<file path="src/sv/mes_pkg.sv">
// shared types and constants for the midpoint ellipse stepper
package mes_pkg;

    // configuration register indexes
    localparam logic [1:0] REG_CENTER_X = 2'd0;
    localparam logic [1:0] REG_CENTER_Y = 2'd1;
    localparam logic [1:0] REG_RADIUS_X = 2'd2;
    localparam logic [1:0] REG_RADIUS_Y = 2'd3;

    // region codes carried on the result channel
    localparam logic [1:0] REGION_AXIS = 2'd0;
    localparam logic [1:0] REGION_ONE  = 2'd1;
    localparam logic [1:0] REGION_TWO  = 2'd2;

    typedef enum logic [1:0] {
        PHASE_IDLE = 2'd0,
        PHASE_ONE  = 2'd1,
        PHASE_TWO  = 2'd2
    } phase_t;

    typedef enum logic [3:0] {
        ST_IDLE,
        ST_SQ_RX,
        ST_SQ_RY,
        ST_RS_MUL,
        ST_RS_FIN,
        ST_P1_MUL,
        ST_P2_MUL,
        ST_CHECK,
        ST_R2_A,
        ST_R2_B,
        ST_R2_C,
        ST_R2_D,
        ST_R2_E,
        ST_STEP1,
        ST_STEP2
    } state_t;

    // multiplier operand selection
    typedef enum logic [3:0] {
        MUL_RX_SQ,
        MUL_RY_SQ,
        MUL_RX2_RY,
        MUL_RX2_Y,
        MUL_RY2_X,
        MUL_T_SQ,
        MUL_RY2_PROD,
        MUL_YM1_SQ,
        MUL_RX2_PROD,
        MUL_RX2_RY2
    } mul_sel_t;

    typedef enum logic [1:0] {
        ACC_HOLD,
        ACC_LOAD,
        ACC_ADD4
    } acc_op_t;

    typedef enum logic [2:0] {
        UPD_NONE,
        UPD_RESTART,
        UPD_R2START,
        UPD_STEP1,
        UPD_STEP2
    } upd_t;

    typedef struct packed {
        mul_sel_t mul_sel;
        logic     ld_rx2;
        logic     ld_ry2;
        logic     ld_p1;
        logic     ld_p2;
        acc_op_t  acc_op;
        upd_t     upd;
        logic     commit;
    } mes_cmd_t;

    typedef struct packed {
        logic cmp_r1;
        logic radius_zero;
        logic last;
    } mes_status_t;

endpackage

</file>
<file path="src/sv/mes_datapath.sv">
// datapath: configuration registers, shared multiplier, decision update, result register
module mes_datapath import mes_pkg::*; #(
    parameter int COORD_BITS  = 10,
    parameter int RADIUS_BITS = 9
) (
    input  logic                    aclk,
    input  logic                    aresetn,
    input  logic                    cfg_we,
    input  logic [1:0]              cfg_index,
    input  logic [((COORD_BITS > RADIUS_BITS) ? COORD_BITS : RADIUS_BITS)-1:0] cfg_data,
    input  mes_cmd_t                cmd,
    output mes_status_t             status,
    output logic [COORD_BITS+1:0]   right_x,
    output logic [COORD_BITS+1:0]   left_x,
    output logic [COORD_BITS+1:0]   lower_y,
    output logic [COORD_BITS+1:0]   upper_y,
    output logic [1:0]              region,
    output logic                    last
);

    localparam int RB  = RADIUS_BITS;
    localparam int CB  = COORD_BITS;
    localparam int OFW = RB + 1;
    localparam int MA  = 2 * RB;
    localparam int MB  = 2 * RB + 4;
    localparam int PW  = MA + MB;
    localparam int PQ  = 3 * RB + 1;
    localparam int DW  = 4 * RB + 8;
    localparam int OW  = CB + 2;
    localparam int SW  = (OW > RB + 2) ? OW : RB + 2;

    logic [CB-1:0]  center_x_reg, center_y_reg;
    logic [RB-1:0]  radius_x_reg, radius_y_reg;
    logic [OFW-1:0] x_reg, y_reg;
    logic [DW-1:0]  d_reg, acc_reg;
    logic [MA-1:0]  rx2_reg, ry2_reg;
    logic [PQ-1:0]  p1_reg, p2_reg;
    logic [PW-1:0]  prod_reg;
    logic [OW-1:0]  right_x_reg, left_x_reg, lower_y_reg, upper_y_reg;
    logic [1:0]     region_reg;
    logic           last_reg;

    logic [MA-1:0]  mul_a;
    logic [MB-1:0]  mul_b;
    logic [RB+1:0]  t_val;
    logic [OFW-1:0] y_m1, x_p1;
    logic [DW-1:0]  prod_ext, rx2_ext, ry2_ext, p1_ext, p2_ext;
    logic [DW-1:0]  inc_x_term, dec_y_term, d_restart;
    logic [OFW-1:0] x_n, y_n;
    logic [DW-1:0]  d_n;
    logic [1:0]     region_n;
    logic           last_n;
    logic           emit;
    logic [SW-1:0]  rx_sum, lx_sum, ly_sum, uy_sum;

    // configuration registers
    always_ff @(posedge aclk) begin
        if (!aresetn) begin
            center_x_reg <= '0;
            center_y_reg <= '0;
            radius_x_reg <= RB'(1);
            radius_y_reg <= RB'(1);
        end else if (cfg_we) begin
            unique case (cfg_index)
                REG_CENTER_X: center_x_reg <= cfg_data[CB-1:0];
                REG_CENTER_Y: center_y_reg <= cfg_data[CB-1:0];
                REG_RADIUS_X: radius_x_reg <= cfg_data[RB-1:0];
                REG_RADIUS_Y: radius_y_reg <= cfg_data[RB-1:0];
            endcase
        end
    end

    assign t_val = {x_reg, 1'b1};
    assign y_m1  = y_reg - OFW'(1);
    assign x_p1  = x_reg + OFW'(1);

    always_comb begin
        mul_a = '0;
        mul_b = '0;
        case (cmd.mul_sel)
            MUL_RX_SQ: begin
                mul_a = MA'(radius_x_reg);
                mul_b = MB'(radius_x_reg);
            end
            MUL_RY_SQ: begin
                mul_a = MA'(radius_y_reg);
                mul_b = MB'(radius_y_reg);
            end
            MUL_RX2_RY: begin
                mul_a = rx2_reg;
                mul_b = MB'(radius_y_reg);
            end
            MUL_RX2_Y: begin
                mul_a = rx2_reg;
                mul_b = MB'(y_reg);
            end
            MUL_RY2_X: begin
                mul_a = ry2_reg;
                mul_b = MB'(x_reg);
            end
            MUL_T_SQ: begin
                mul_a = MA'(t_val);
                mul_b = MB'(t_val);
            end
            MUL_RY2_PROD: begin
                mul_a = ry2_reg;
                mul_b = prod_reg[MB-1:0];
            end
            MUL_YM1_SQ: begin
                mul_a = MA'(y_m1);
                mul_b = MB'(y_m1);
            end
            MUL_RX2_PROD: begin
                mul_a = rx2_reg;
                mul_b = prod_reg[MB-1:0];
            end
            MUL_RX2_RY2: begin
                mul_a = rx2_reg;
                mul_b = MB'(ry2_reg);
            end
            default: begin
                mul_a = '0;
                mul_b = '0;
            end
        endcase
    end

    assign prod_ext = DW'(prod_reg);
    assign rx2_ext  = DW'(rx2_reg);
    assign ry2_ext  = DW'(ry2_reg);
    assign p1_ext   = DW'(p1_reg);
    assign p2_ext   = DW'(p2_reg);

    // ry2*(x+1) and rx2*(y-1) come from the products taken at the old offsets
    assign inc_x_term = (p2_ext + ry2_ext) << 3;
    assign dec_y_term = (p1_ext - rx2_ext) << 3;
    assign d_restart  = (ry2_ext << 2) - (prod_ext << 2) + rx2_ext;

    always_comb begin
        x_n      = x_reg;
        y_n      = y_reg;
        d_n      = d_reg;
        region_n = REGION_AXIS;
        emit     = 1'b0;
        unique case (cmd.upd)
            UPD_RESTART: begin
                x_n  = '0;
                y_n  = OFW'(radius_y_reg);
                d_n  = d_restart;
                emit = 1'b1;
            end
            UPD_R2START: begin
                d_n = acc_reg - (prod_ext << 2);
            end
            UPD_STEP1: begin
                region_n = REGION_ONE;
                emit     = 1'b1;
                x_n      = x_p1;
                if (d_reg[DW-1]) begin
                    d_n = d_reg + inc_x_term + (ry2_ext << 2);
                end else begin
                    y_n = y_m1;
                    d_n = d_reg + inc_x_term + (ry2_ext << 2) - dec_y_term;
                end
            end
            UPD_STEP2: begin
                region_n = REGION_TWO;
                emit     = 1'b1;
                y_n      = y_m1;
                if (d_reg[DW-1]) begin
                    x_n = x_p1;
                    d_n = d_reg + inc_x_term + (rx2_ext << 2) - dec_y_term;
                end else begin
                    d_n = d_reg + (rx2_ext << 2) - dec_y_term;
                end
            end
            default: begin
                x_n = x_reg;
            end
        endcase
    end

    assign status.radius_zero = (radius_x_reg == '0) || (radius_y_reg == '0);
    assign status.cmp_r1      = p1_reg >= prod_reg[PQ-1:0];
    assign last_n = (cmd.upd == UPD_RESTART) ? status.radius_zero : (y_n == '0);
    assign status.last = last_n;

    assign rx_sum = SW'(center_x_reg) + SW'(x_n);
    assign lx_sum = SW'(center_x_reg) - SW'(x_n);
    assign ly_sum = SW'(center_y_reg) + SW'(y_n);
    assign uy_sum = SW'(center_y_reg) - SW'(y_n);

    always_ff @(posedge aclk) begin
        prod_reg <= mul_a * mul_b;
        if (cmd.ld_rx2) begin
            rx2_reg <= prod_reg[MA-1:0];
        end
        if (cmd.ld_ry2) begin
            ry2_reg <= prod_reg[MA-1:0];
        end
        if (cmd.ld_p1) begin
            p1_reg <= prod_reg[PQ-1:0];
        end
        if (cmd.ld_p2) begin
            p2_reg <= prod_reg[PQ-1:0];
        end
        case (cmd.acc_op)
            ACC_LOAD: acc_reg <= prod_ext;
            ACC_ADD4: acc_reg <= acc_reg + (prod_ext << 2);
            default:  acc_reg <= acc_reg;
        endcase
        if (cmd.commit) begin
            x_reg <= x_n;
            y_reg <= y_n;
            d_reg <= d_n;
            if (emit) begin
                right_x_reg <= rx_sum[OW-1:0];
                left_x_reg  <= lx_sum[OW-1:0];
                lower_y_reg <= ly_sum[OW-1:0];
                upper_y_reg <= uy_sum[OW-1:0];
                region_reg  <= region_n;
                last_reg    <= last_n;
            end
        end
    end

    assign right_x = right_x_reg;
    assign left_x  = left_x_reg;
    assign lower_y = lower_y_reg;
    assign upper_y = upper_y_reg;
    assign region  = region_reg;
    assign last    = last_reg;

endmodule

</file>
<file path="src/sv/mes_control.sv">
// controller: step sequencer, phase tracking and handshakes
module mes_control import mes_pkg::*; (
    input  logic        aclk,
    input  logic        aresetn,
    input  logic        s_valid,
    output logic        s_ready,
    input  logic        s_restart,
    output logic        m_valid,
    input  logic        m_ready,
    output mes_cmd_t    cmd,
    input  mes_status_t status
);

    state_t state_reg, state_next;
    phase_t phase_reg, phase_next;
    logic   restart_reg, restart_next;
    logic   out_valid_reg, out_valid_next;
    logic   out_free;

    assign out_free = !out_valid_reg || m_ready;

    always_ff @(posedge aclk) begin
        if (!aresetn) begin
            state_reg     <= ST_IDLE;
            phase_reg     <= PHASE_IDLE;
            restart_reg   <= 1'b0;
            out_valid_reg <= 1'b0;
        end else begin
            state_reg     <= state_next;
            phase_reg     <= phase_next;
            restart_reg   <= restart_next;
            out_valid_reg <= out_valid_next;
        end
    end

    always_comb begin
        state_next     = state_reg;
        phase_next     = phase_reg;
        restart_next   = restart_reg;
        out_valid_next = out_valid_reg && !m_ready;
        s_ready        = 1'b0;
        cmd.mul_sel    = MUL_RX_SQ;
        cmd.ld_rx2     = 1'b0;
        cmd.ld_ry2     = 1'b0;
        cmd.ld_p1      = 1'b0;
        cmd.ld_p2      = 1'b0;
        cmd.acc_op     = ACC_HOLD;
        cmd.upd        = UPD_NONE;
        cmd.commit     = 1'b0;
        unique case (state_reg)
            ST_IDLE: begin
                s_ready = 1'b1;
                if (s_valid) begin
                    restart_next = s_restart;
                    // an advance with no ellipse running is dropped here
                    if (s_restart || phase_reg == PHASE_ONE || phase_reg == PHASE_TWO) begin
                        state_next = ST_SQ_RX;
                    end
                end
            end
            ST_SQ_RX: begin
                cmd.mul_sel = MUL_RX_SQ;
                state_next  = ST_SQ_RY;
            end
            ST_SQ_RY: begin
                cmd.mul_sel = MUL_RY_SQ;
                cmd.ld_rx2  = 1'b1;
                state_next  = restart_reg ? ST_RS_MUL : ST_P1_MUL;
            end
            ST_RS_MUL: begin
                cmd.mul_sel = MUL_RX2_RY;
                cmd.ld_ry2  = 1'b1;
                state_next  = ST_RS_FIN;
            end
            ST_RS_FIN: begin
                // keep rx2*ry in the product register while the output is stalled
                cmd.mul_sel = MUL_RX2_RY;
                cmd.upd     = UPD_RESTART;
                cmd.commit  = out_free;
                if (out_free) begin
                    phase_next     = status.radius_zero ? PHASE_IDLE : PHASE_ONE;
                    out_valid_next = 1'b1;
                    state_next     = ST_IDLE;
                end
            end
            ST_P1_MUL: begin
                cmd.mul_sel = MUL_RX2_Y;
                cmd.ld_ry2  = 1'b1;
                state_next  = ST_P2_MUL;
            end
            ST_P2_MUL: begin
                cmd.mul_sel = MUL_RY2_X;
                cmd.ld_p1   = 1'b1;
                state_next  = ST_CHECK;
            end
            ST_CHECK: begin
                // (2x+1)^2 is started in case region one has just ended
                cmd.mul_sel = MUL_T_SQ;
                cmd.ld_p2   = 1'b1;
                if (phase_reg == PHASE_ONE && status.cmp_r1) begin
                    state_next = ST_STEP1;
                end else if (phase_reg == PHASE_ONE) begin
                    state_next = ST_R2_A;
                end else begin
                    state_next = ST_STEP2;
                end
            end
            ST_R2_A: begin
                cmd.mul_sel = MUL_RY2_PROD;
                state_next  = ST_R2_B;
            end
            ST_R2_B: begin
                cmd.mul_sel = MUL_YM1_SQ;
                cmd.acc_op  = ACC_LOAD;
                state_next  = ST_R2_C;
            end
            ST_R2_C: begin
                cmd.mul_sel = MUL_RX2_PROD;
                state_next  = ST_R2_D;
            end
            ST_R2_D: begin
                cmd.mul_sel = MUL_RX2_RY2;
                cmd.acc_op  = ACC_ADD4;
                state_next  = ST_R2_E;
            end
            ST_R2_E: begin
                cmd.upd    = UPD_R2START;
                cmd.commit = 1'b1;
                state_next = ST_STEP2;
            end
            ST_STEP1: begin
                cmd.upd    = UPD_STEP1;
                cmd.commit = out_free;
                if (out_free) begin
                    phase_next     = status.last ? PHASE_IDLE : PHASE_ONE;
                    out_valid_next = 1'b1;
                    state_next     = ST_IDLE;
                end
            end
            ST_STEP2: begin
                cmd.upd    = UPD_STEP2;
                cmd.commit = out_free;
                if (out_free) begin
                    phase_next     = status.last ? PHASE_IDLE : PHASE_TWO;
                    out_valid_next = 1'b1;
                    state_next     = ST_IDLE;
                end
            end
            default: begin
                state_next = ST_IDLE;
            end
        endcase
    end

    assign m_valid = out_valid_reg;

endmodule

</file>
<file path="src/sv/midpoint_ellipse_stepper.sv">
// Midpoint ellipse stepper, top level.
// Usage: set center and radii on the cfg channel (index 0 center_x, 1 center_y,
// 2 radius_x, 3 radius_y), then send a transaction with restart = 1 to start a
// new ellipse and restart = 0 transactions to walk it one step at a time.
// Each restart gives the two axis points (region 0); each advance gives the four
// mirror points of one step in region 1 or region 2. The step that reaches
// y = 0 has tlast set and ends the run; further advances give no result.
// From input acceptance to m_axis_tvalid, a restart runs ST_SQ_RX, ST_SQ_RY,
// ST_RS_MUL and ST_RS_FIN; an advance runs ST_SQ_RX, ST_SQ_RY, ST_P1_MUL,
// ST_P2_MUL, ST_CHECK and ST_STEP1 or ST_STEP2, and the advance that crosses
// into region 2 adds ST_R2_A to ST_R2_E, where the region-2 start value needs
// four more products and a combining step. One item is in work at a time; the
// next goes in the cycle after its result is written; idle advances are dropped.
// The steps are set by the single shared multiplier, which takes one product
// per cycle. The result sits in an output register, so a stalled receiver does
// not block the next input until that result must be replaced.
// Reset (aresetn low, synchronous) clears the run, drops any pending result and
// returns the registers to center 0, radii 1. cfg_ready is always high.
module midpoint_ellipse_stepper import mes_pkg::*; #(
    parameter int COORD_BITS  = 10,
    parameter int RADIUS_BITS = 9
) (
    input  logic        aclk,
    input  logic        aresetn,
    input  logic        cfg_valid,
    output logic        cfg_ready,
    input  logic [1:0]  cfg_index,
    input  logic [((COORD_BITS > RADIUS_BITS) ? COORD_BITS : RADIUS_BITS)-1:0] cfg_data,
    input  logic        s_axis_tvalid,
    output logic        s_axis_tready,
    input  logic [7:0]  s_axis_tdata,   // [0] restart
    output logic        m_axis_tvalid,
    input  logic        m_axis_tready,
    // right_x, left_x, lower_y, upper_y, zero fill
    output logic [((4*(COORD_BITS+2)+7)/8)*8-1:0] m_axis_tdata,
    output logic [1:0]  m_axis_tuser,   // region
    output logic        m_axis_tlast
);

    localparam int OW  = COORD_BITS + 2;
    localparam int TDW = ((4 * OW + 7) / 8) * 8;

    mes_cmd_t      cmd;
    mes_status_t   status;
    logic [OW-1:0] right_x, left_x, lower_y, upper_y;

    assign cfg_ready = 1'b1;

    mes_control u_control (
        .aclk      (aclk),
        .aresetn   (aresetn),
        .s_valid   (s_axis_tvalid),
        .s_ready   (s_axis_tready),
        .s_restart (s_axis_tdata[0]),
        .m_valid   (m_axis_tvalid),
        .m_ready   (m_axis_tready),
        .cmd       (cmd),
        .status    (status)
    );

    mes_datapath #(
        .COORD_BITS  (COORD_BITS),
        .RADIUS_BITS (RADIUS_BITS)
    ) u_datapath (
        .aclk      (aclk),
        .aresetn   (aresetn),
        .cfg_we    (cfg_valid),
        .cfg_index (cfg_index),
        .cfg_data  (cfg_data),
        .cmd       (cmd),
        .status    (status),
        .right_x   (right_x),
        .left_x    (left_x),
        .lower_y   (lower_y),
        .upper_y   (upper_y),
        .region    (m_axis_tuser),
        .last      (m_axis_tlast)
    );

    assign m_axis_tdata = TDW'({upper_y, lower_y, left_x, right_x});

endmodule

</file>
<file path="config.mk">
export PLATFORM = sky130hd
export DESIGN_NAME = midpoint_ellipse_stepper
export DESIGN_NICKNAME = d
export VERILOG_FILES = /design/src/sv/mes_pkg.sv /design/src/sv/mes_datapath.sv /design/src/sv/mes_control.sv /design/src/sv/midpoint_ellipse_stepper.sv
export SDC_FILE = /design/constraint.sdc
export NUM_CORES = 2
export LEC_CHECK = 0
export BUFFER_PORTS_ARGS = -buffer_cell sky130_fd_sc_hd__buf_2
export CORE_ASPECT_RATIO = 2
export CORE_MARGIN = 2
export CORE_UTILIZATION = 36
export CTS_CLUSTER_DIAMETER = 60
export DETAILED_ROUTE_END_ITERATION = 10
export HOLD_SLACK_MARGIN = 0.1
export PLACE_DENSITY = 0.5
export SLEW_MARGIN = 10
export SYNTH_ARGS = -nofsm -noshare
export SYNTH_HDL_FRONTEND = slang
export SYNTH_HIERARCHICAL = 1
export SYNTH_SLANG_ARGS = --single-unit
</file>
<file path="constraint.sdc">
create_clock -name aclk -period 22 [get_ports aclk]
set_clock_uncertainty 0.1 [all_clocks]
set_input_delay 4.4 -clock aclk [delete_from_list [all_inputs] [get_ports aclk]]
set_output_delay 4.4 -clock aclk [all_outputs]
set_load 0.005 [all_outputs]
</file>
## Word-level counts from Yosys, hierarchy flattened

Index checks and enable logic that the tools add are counted.

- Output and inout bits: 54
- Bits of input ports: 25
- Bits in latches: 0
- Memories kept: 0
- Flip-flop bits (word level): 337
- ROM bits: 0
- Word-level logic and storage cells: 155
- Bits in writable memories: 0

- Divide/modulo/power cells: 0
- Shifts and indexed selects: 0
- Reductions and logical operators: 34
- Multiplexer cells: 37
- Bitwise operators: 0
- Multiply operators: 1
- Add/subtract/negate cells: 19
- Eq/ne operators: 40
- Magnitude comparators: 1

Operators by type and width:

| cell | number |
|---|---|
| 22-bit case mux with 8 select lines | 1 |
| 44-bit case mux with 4 select lines | 1 |
| 44-bit by 20-bit adder with 44-bit output | 3 |
| 44-bit subtractor | 3 |
| 18-bit case mux with 6 select lines | 1 |
| 44-bit 2-to-1 mux | 2 |
| 44-bit case mux with 2 select lines | 1 |
| 10-bit case mux with 3 select lines | 2 |
| 4-bit case mux with 13 select lines | 1 |
| 44-bit by 18-bit adder with 44-bit output | 1 |
| 44-bit by 42-bit adder with 44-bit output | 1 |
| 44-bit adder | 1 |
| 44-bit by 42-bit subtractor with 44-bit output | 1 |
| 20-bit by 42-bit subtractor with 43-bit output | 1 |
| 18-bit by 22-bit multiplier with 40-bit output | 1 |
| 4-bit == test, second input constant | 9 |
| 4-bit case mux with 9 select lines | 1 |
| 4-bit by 3-bit == test with 1-bit output, second input constant | 8 |
| 28-bit by 18-bit adder with 29-bit output | 1 |
| 28-bit by 18-bit subtractor with 29-bit output | 1 |
| 28-bit greater-or-equal comparator | 1 |
| 10-bit by 10-bit adder with 11-bit output | 2 |
| 10-bit by 10-bit subtractor with 11-bit output | 2 |
| 10-bit 2-to-1 mux | 2 |
| other kinds (34) | 84 |

## Logic depth before layout (Yosys ltp)

- Depth in word-level cells: 10
- Depth in mapped cells: 42
- Mapped depth without buffers: 41

## Cells and area by module

Netlist, hierarchy kept.

Modules (own cells, without submodules):

| module | times used | cells an instance | area an instance (um^2) |
|---|---|---|---|
| mes_datapath | 1 | 5611 | 47568.1 |
| mes_control | 1 | 98 | 745.7 |
| midpoint_ellipse_stepper | 1 | 2 | 11.3 |

## Worst setup path before layout

Ideal clock, no wire load.

- Kind: register to register
- From: reg u_datapath.y_reg[2]
- To: reg u_datapath.prod_reg[38]
- Required time: 21782 ps
- Cell stages (with the launch flop): 34
- Period minus slack after synthesis: 8684 ps
- Setup slack: 13316 ps
- Setup time: 118 ps
- Arrival time: 8466 ps
- Cells stage by stage: edfxtp_1 -> or3_1 -> or3_1 -> or3_1 -> or3_1 -> xnor2_1 -> o21ai_0 -> a211o_1 -> clkbuf_1 -> nand2_1 -> fa_1 -> inv_1 -> fa_1 -> inv_1 -> fa_1 -> inv_1 -> fa_1 -> inv_1 -> fa_1 -> inv_1 -> fa_1 -> ha_1 -> a21oi_1 -> o21bai_1 -> a21oi_1 -> o21ai_0 -> or3_1 -> o211ai_1 -> a21oi_1 -> o41ai_1 -> a21oi_1 -> a21o_1 -> a21o_1 -> xor2_1

- Longest elaborated chain between the ends: 3
- Elaborated cells between the ends (all ways): 4

RTL lines:

| element | line | text |
|---|---|---|
| from (decl) | mes_datapath.sv:34 | `logic [OFW-1:0] x_reg, y_reg;` |
| from (signal assigned) | mes_datapath.sv:214 | `y_reg <= y_n;` |
| 10-bit by 1-bit subtractor with 10-bit output | mes_datapath.sv:74 | `assign y_m1 = y_reg - OFW'(1);` |
| 22-bit case mux with 8 select lines / 18-bit case mux with 6 select lines (equally long branches) | mes_datapath.sv:80 | `case (cmd.mul_sel)` |
| 18-bit by 22-bit multiplier with 40-bit output * | mes_datapath.sv:194 | `prod_reg <= mul_a * mul_b;` |
| to (signal assigned) | mes_datapath.sv:194 |  |
| to (decl) | mes_datapath.sv:38 | `logic [PW-1:0] prod_reg;` |

Every way passes the cells marked *; elsewhere a longest branch is shown, timed or not.
A chain may end at the register's enable or synchronous reset.

## Worst setup path in the final report

- From: reg u_datapath.ry2_reg[1]
- To: reg u_datapath.d_reg[26] (data pin)

- Longest elaborated chain between the ends: 6
- Elaborated cells between the ends (all ways): 11

RTL lines:

| element | line | text |
|---|---|---|
| from (decl) | mes_datapath.sv:36 | `logic [MA-1:0] rx2_reg, ry2_reg;` |
| from (signal assigned) | mes_datapath.sv:199 | `ry2_reg <= prod_reg[MA-1:0];` |
| 28-bit by 18-bit adder with 29-bit output | mes_datapath.sv:135 | `assign inc_x_term = (p2_ext + ry2_ext) << 3;` |
| 44-bit adder | mes_datapath.sv:160, mes_datapath.sv:163, mes_datapath.sv:172 |  |
| 44-bit by 20-bit adder with 44-bit output, on equally long branches | mes_datapath.sv:172, mes_datapath.sv:160, mes_datapath.sv:163 |  |
| 44-bit subtractor, on equally long branches | mes_datapath.sv:172, mes_datapath.sv:163 |  |
| 44-bit 2-to-1 mux, on equally long branches | mes_datapath.sv:170, mes_datapath.sv:159 |  |
| 44-bit case mux with 4 select lines * | mes_datapath.sv:145 | `unique case (cmd.upd)` |
| named net u_datapath.d_n[26] | mes_datapath.sv:50 | `logic [DW-1:0] d_n;` |
| to (signal assigned) | mes_datapath.sv:215 | `d_reg <= d_n;` |
| to (decl) | mes_datapath.sv:35 | `logic [DW-1:0] d_reg, acc_reg;` |

The timed path passes the listed nets; every way through them passes the cells marked *.

==> impl_metrics.ini <==
[power]
p_leak_nw = 22.38
ir_drop_uv = 76.46
powerDensity_nw_per_um2 = 40.94

[sta]
finalCritPeriodShare = 0.5617
max_clock_freq_mhz = 80.92
tightest_slew_ps = 1424
rsz0062_at_grt = no
final_max_slew_viol_count = 0
final-hold-violation-count = 0
period_needed_ps = 12360
slew-limit-headroom = 0.05073
setup_viol = 0
fin_tns_setup_ps = 0

[detailed_routing]
dr.pass1.iters = 7
via_per_inst = 5.723
drc = 0
vias = 42750
antenna_left = 0
wl_per_cell_um = 27.36
dr.first_iter.drc_count = 2465
routed_wl_mm = 204.4

[synthesis]
synth_compound_area_frac = 0.2011
yosysWarningCount = 6
seq_area_frac_synth = 0.1866
synth_simple_gate_area_frac = 0.1611
avgSynthCellArea_um2 = 8.462
synth-adder-area-share = 0.2957
ys_seq_elements = 329
syn_area_um2 = 48330
synth-async-reset-ratio = 0
synth_flop_cell = edfxtp_1
synth_cells = 5711
synth_xor_area_frac = 0.08104
muxShareOfSynthArea = 0.006059
synth_top_family_by_area = adder cells
synth_cell_types = 128
synth_edf_count = 243

[setup_path]
crit_slowest_cell = a21oi_1
cp.arrival_ps = 12570
crit_type = reg -> reg
start_kind = flip-flop
crit_path_end_kind = flip-flop
required_ps = 22220
regToRegSetupSlack_ps = 9640
cp_slowest_stage_delay_ps = 1130
cp_max_fo = 7
critPathMostFrequentCell = o21ai_0

[layout]
drive_above_1_share = 0.06241
n_fill_cell = 13920
design_area_um2 = 52270
fin_nets = 6650
area_growth_pct = 8.169

[place]
place.gp.congestion = 1.025
place_hpwl_mm = 164.3
io_buffers = 68
placed_cell_area_um2 = 50760

[floorplanning]
dieArea_um2 = 137400
start_util = 0.3617
pin_count = 79
die_y_um = 522.1
rows = 190
fp.coreArea_um2 = 133600
die_w_um = 263.1

[clocking]
clkTransAtPathRegs_ps = 70
cts_tree = done
numCtsBuffers = 41
clock_sinks = 329
post_cts_buffers = 0
clock_latency_ps = 640
htree_levels = 2
ctsHoldBuffers = 0
cts_resized = 0
cts_buffer_depth = 3
root_buffer = clkbuf_16

[hold_path]
holdCritPathClass = reg -> reg

[grt]
antenna_found_initial = 10
track_usage = 0.2955
grt_max_degree = 64
grt_pass1_vias = 44580
grt_pass1_wl_mm = 294.8
grt_overflow = 0

[outcome]
status = finished, final reports clean

[run]
cap_violations = 0
==> Yosys cell counts (11+ instances only) <==
| cell | count | area [um2] |
|---|---|---|
| o221ai_1 | 12 | 105.1 |
| a221oi_1 | 21 | 183.9 |
| nor4_1 | 26 | 162.7 |
| and4_1 | 15 | 131.4 |
| a31oi_1 | 37 | 231.5 |
| dfxtp_1 | 86 | 1722 |
| o21ai_0 | 220 | 1101 |
| xnor2_1 | 308 | 2698 |
| o41ai_1 | 13 | 113.9 |
| a21oi_1 | 451 | 2257 |
| nand4_1 | 60 | 375.4 |
| nor3_1 | 78 | 390.4 |
| nor2_1 | 512 | 1922 |
| o22ai_1 | 32 | 200.2 |
| nand3_1 | 95 | 475.5 |
| ha_1 | 555 | 6944 |
| a31o_2 | 11 | 96.34 |
| a221o_1 | 11 | 110.1 |
| buf_4 | 12 | 90.09 |
| or2_2 | 25 | 156.4 |
| o21ai_1 | 13 | 65.06 |
| o211ai_1 | 42 | 315.3 |
| o21bai_1 | 78 | 585.6 |
| nand2b_1 | 61 | 381.6 |
| o21a_1 | 50 | 375.4 |
| a211oi_1 | 51 | 382.9 |
| edfxtp_1 | 243 | 7297 |
| nor2b_1 | 70 | 437.9 |
| xor2_1 | 132 | 1156 |
| a211o_1 | 19 | 166.4 |
| fa_1 | 367 | 7347 |
| a21o_1 | 171 | 1284 |
| and3_1 | 34 | 212.7 |
| clkbuf_1 | 182 | 683.2 |
| a222oi_1 | 16 | 160.2 |
| mux2i_1 | 27 | 270.3 |
| a22oi_1 | 36 | 270.3 |
| a2111oi_0 | 11 | 96.34 |
| a21boi_0 | 30 | 225.2 |
| nand2_1 | 544 | 2042 |
| or3_1 | 29 | 181.4 |
| and2_1 | 51 | 319.1 |
| inv_1 | 641 | 2406 |
| o31ai_1 | 32 | 240.2 |
==> report_power, final <==
group,switching (W),internal (W)
Sequential,0.0000255,0.000685
Clock,0.000329,0.000418
Combinational,0.000444,0.000239
==> cell type report <==
type / count / area (um2) / area share
repair buffers: 159 / 1023 / 0.01958
inverters: 644 / 2417 / 0.04624
clock buffers: 50 / 1070 / 0.02047
flip-flops and latches: 329 / 9019 / 0.1725
well taps: 1728 / 2162 / 0.04136
multi-input cells: 4528 / 36190 / 0.6924
diodes: 6 / 15.01 / 0.0002872
clock inverters: 26 / 375.4 / 0.007181
==> stage by stage <==
step / power [W] / worst slack [ps] / hold slack [ps] / util / instances
final: 0.002140 / 9642 / 391.4 / 0.3913 / 7470
after floorplan: 0.001142 / 13320 / 348.8 / - / 5712
after CTS: 0.002131 / 11060 / 394.0 / 0.3908 / 7462
after global placement: 0.001373 / 11210 / 377.7 / 0.3800 / 7386
after global routing: 0.002223 / 9414 / 429.9 / 0.3912 / 7466
after detailed placement: 0.001376 / 11130 / 384.8 / 0.3800 / 7386
==> cells by family (layout without fill, tap and decap cells) <==
family                     Yosys count  count (layout)
and+or+nand+nor                   1663            1663
AOI/OAI and AO/OA                 1468            1468
adders and majority gates          922             922
buffers and inverters              855             879
xor gates and xnor gates           443             443
DFF                                329             329
muxes                               29              29
other                                2               9
==> layout by cell type, fill, tap and decap left out, drive strengths merged, types with 80 or more instances in the layout <==
cell type	n
edfxtp	243
ha	555
xor2	133
nor2	514
dfxtp	86
o21ai	235
nand2	546
xnor2	308
fa	367
a21oi	454
a21o	174
buf	159
nand3	95
inv	650
nor3	80
==> layer usage <==
| metal | up-vias | track usage | wire, um |
|---|---|---|---|
| met3 | 723 | 0.05444 | 8937 |
| met5 | - | 0 | 49 |
| met2 | 1303 | 0.5583 | 107600 |
| met1 | 20890 | 0.2515 | 62620 |
| li1 | 19830 | - | - |
| met4 | 8 | 0.3025 | 25200 |
==> critical path: cells and delay by family (launching register included) <==
family          cells  cell delay [ps]
simple gates        6             1420
fa+ha+maj           4             1560
compound gates     17             6550
buf+inv             1              180
xor+xnor            4             1580
flops               1              600
==> final timing paths <==
| path | from | endpoint | depth (start not counted) |
|---|---|---|---|
| worst min register to register | u_control/phase_reg[1] | u_control/phase_reg[1] | 2 |
| worst max register to register | u_datapath/ry2_reg[1] | u_datapath/d_reg[26] | 32 |
| worst min-delay path | u_control/phase_reg[1] | u_control/phase_reg[1] | 2 |
| worst max-delay path | u_datapath/ry2_reg[1] | u_datapath/d_reg[26] | 32 |
(Power assumes the default switching activity.)
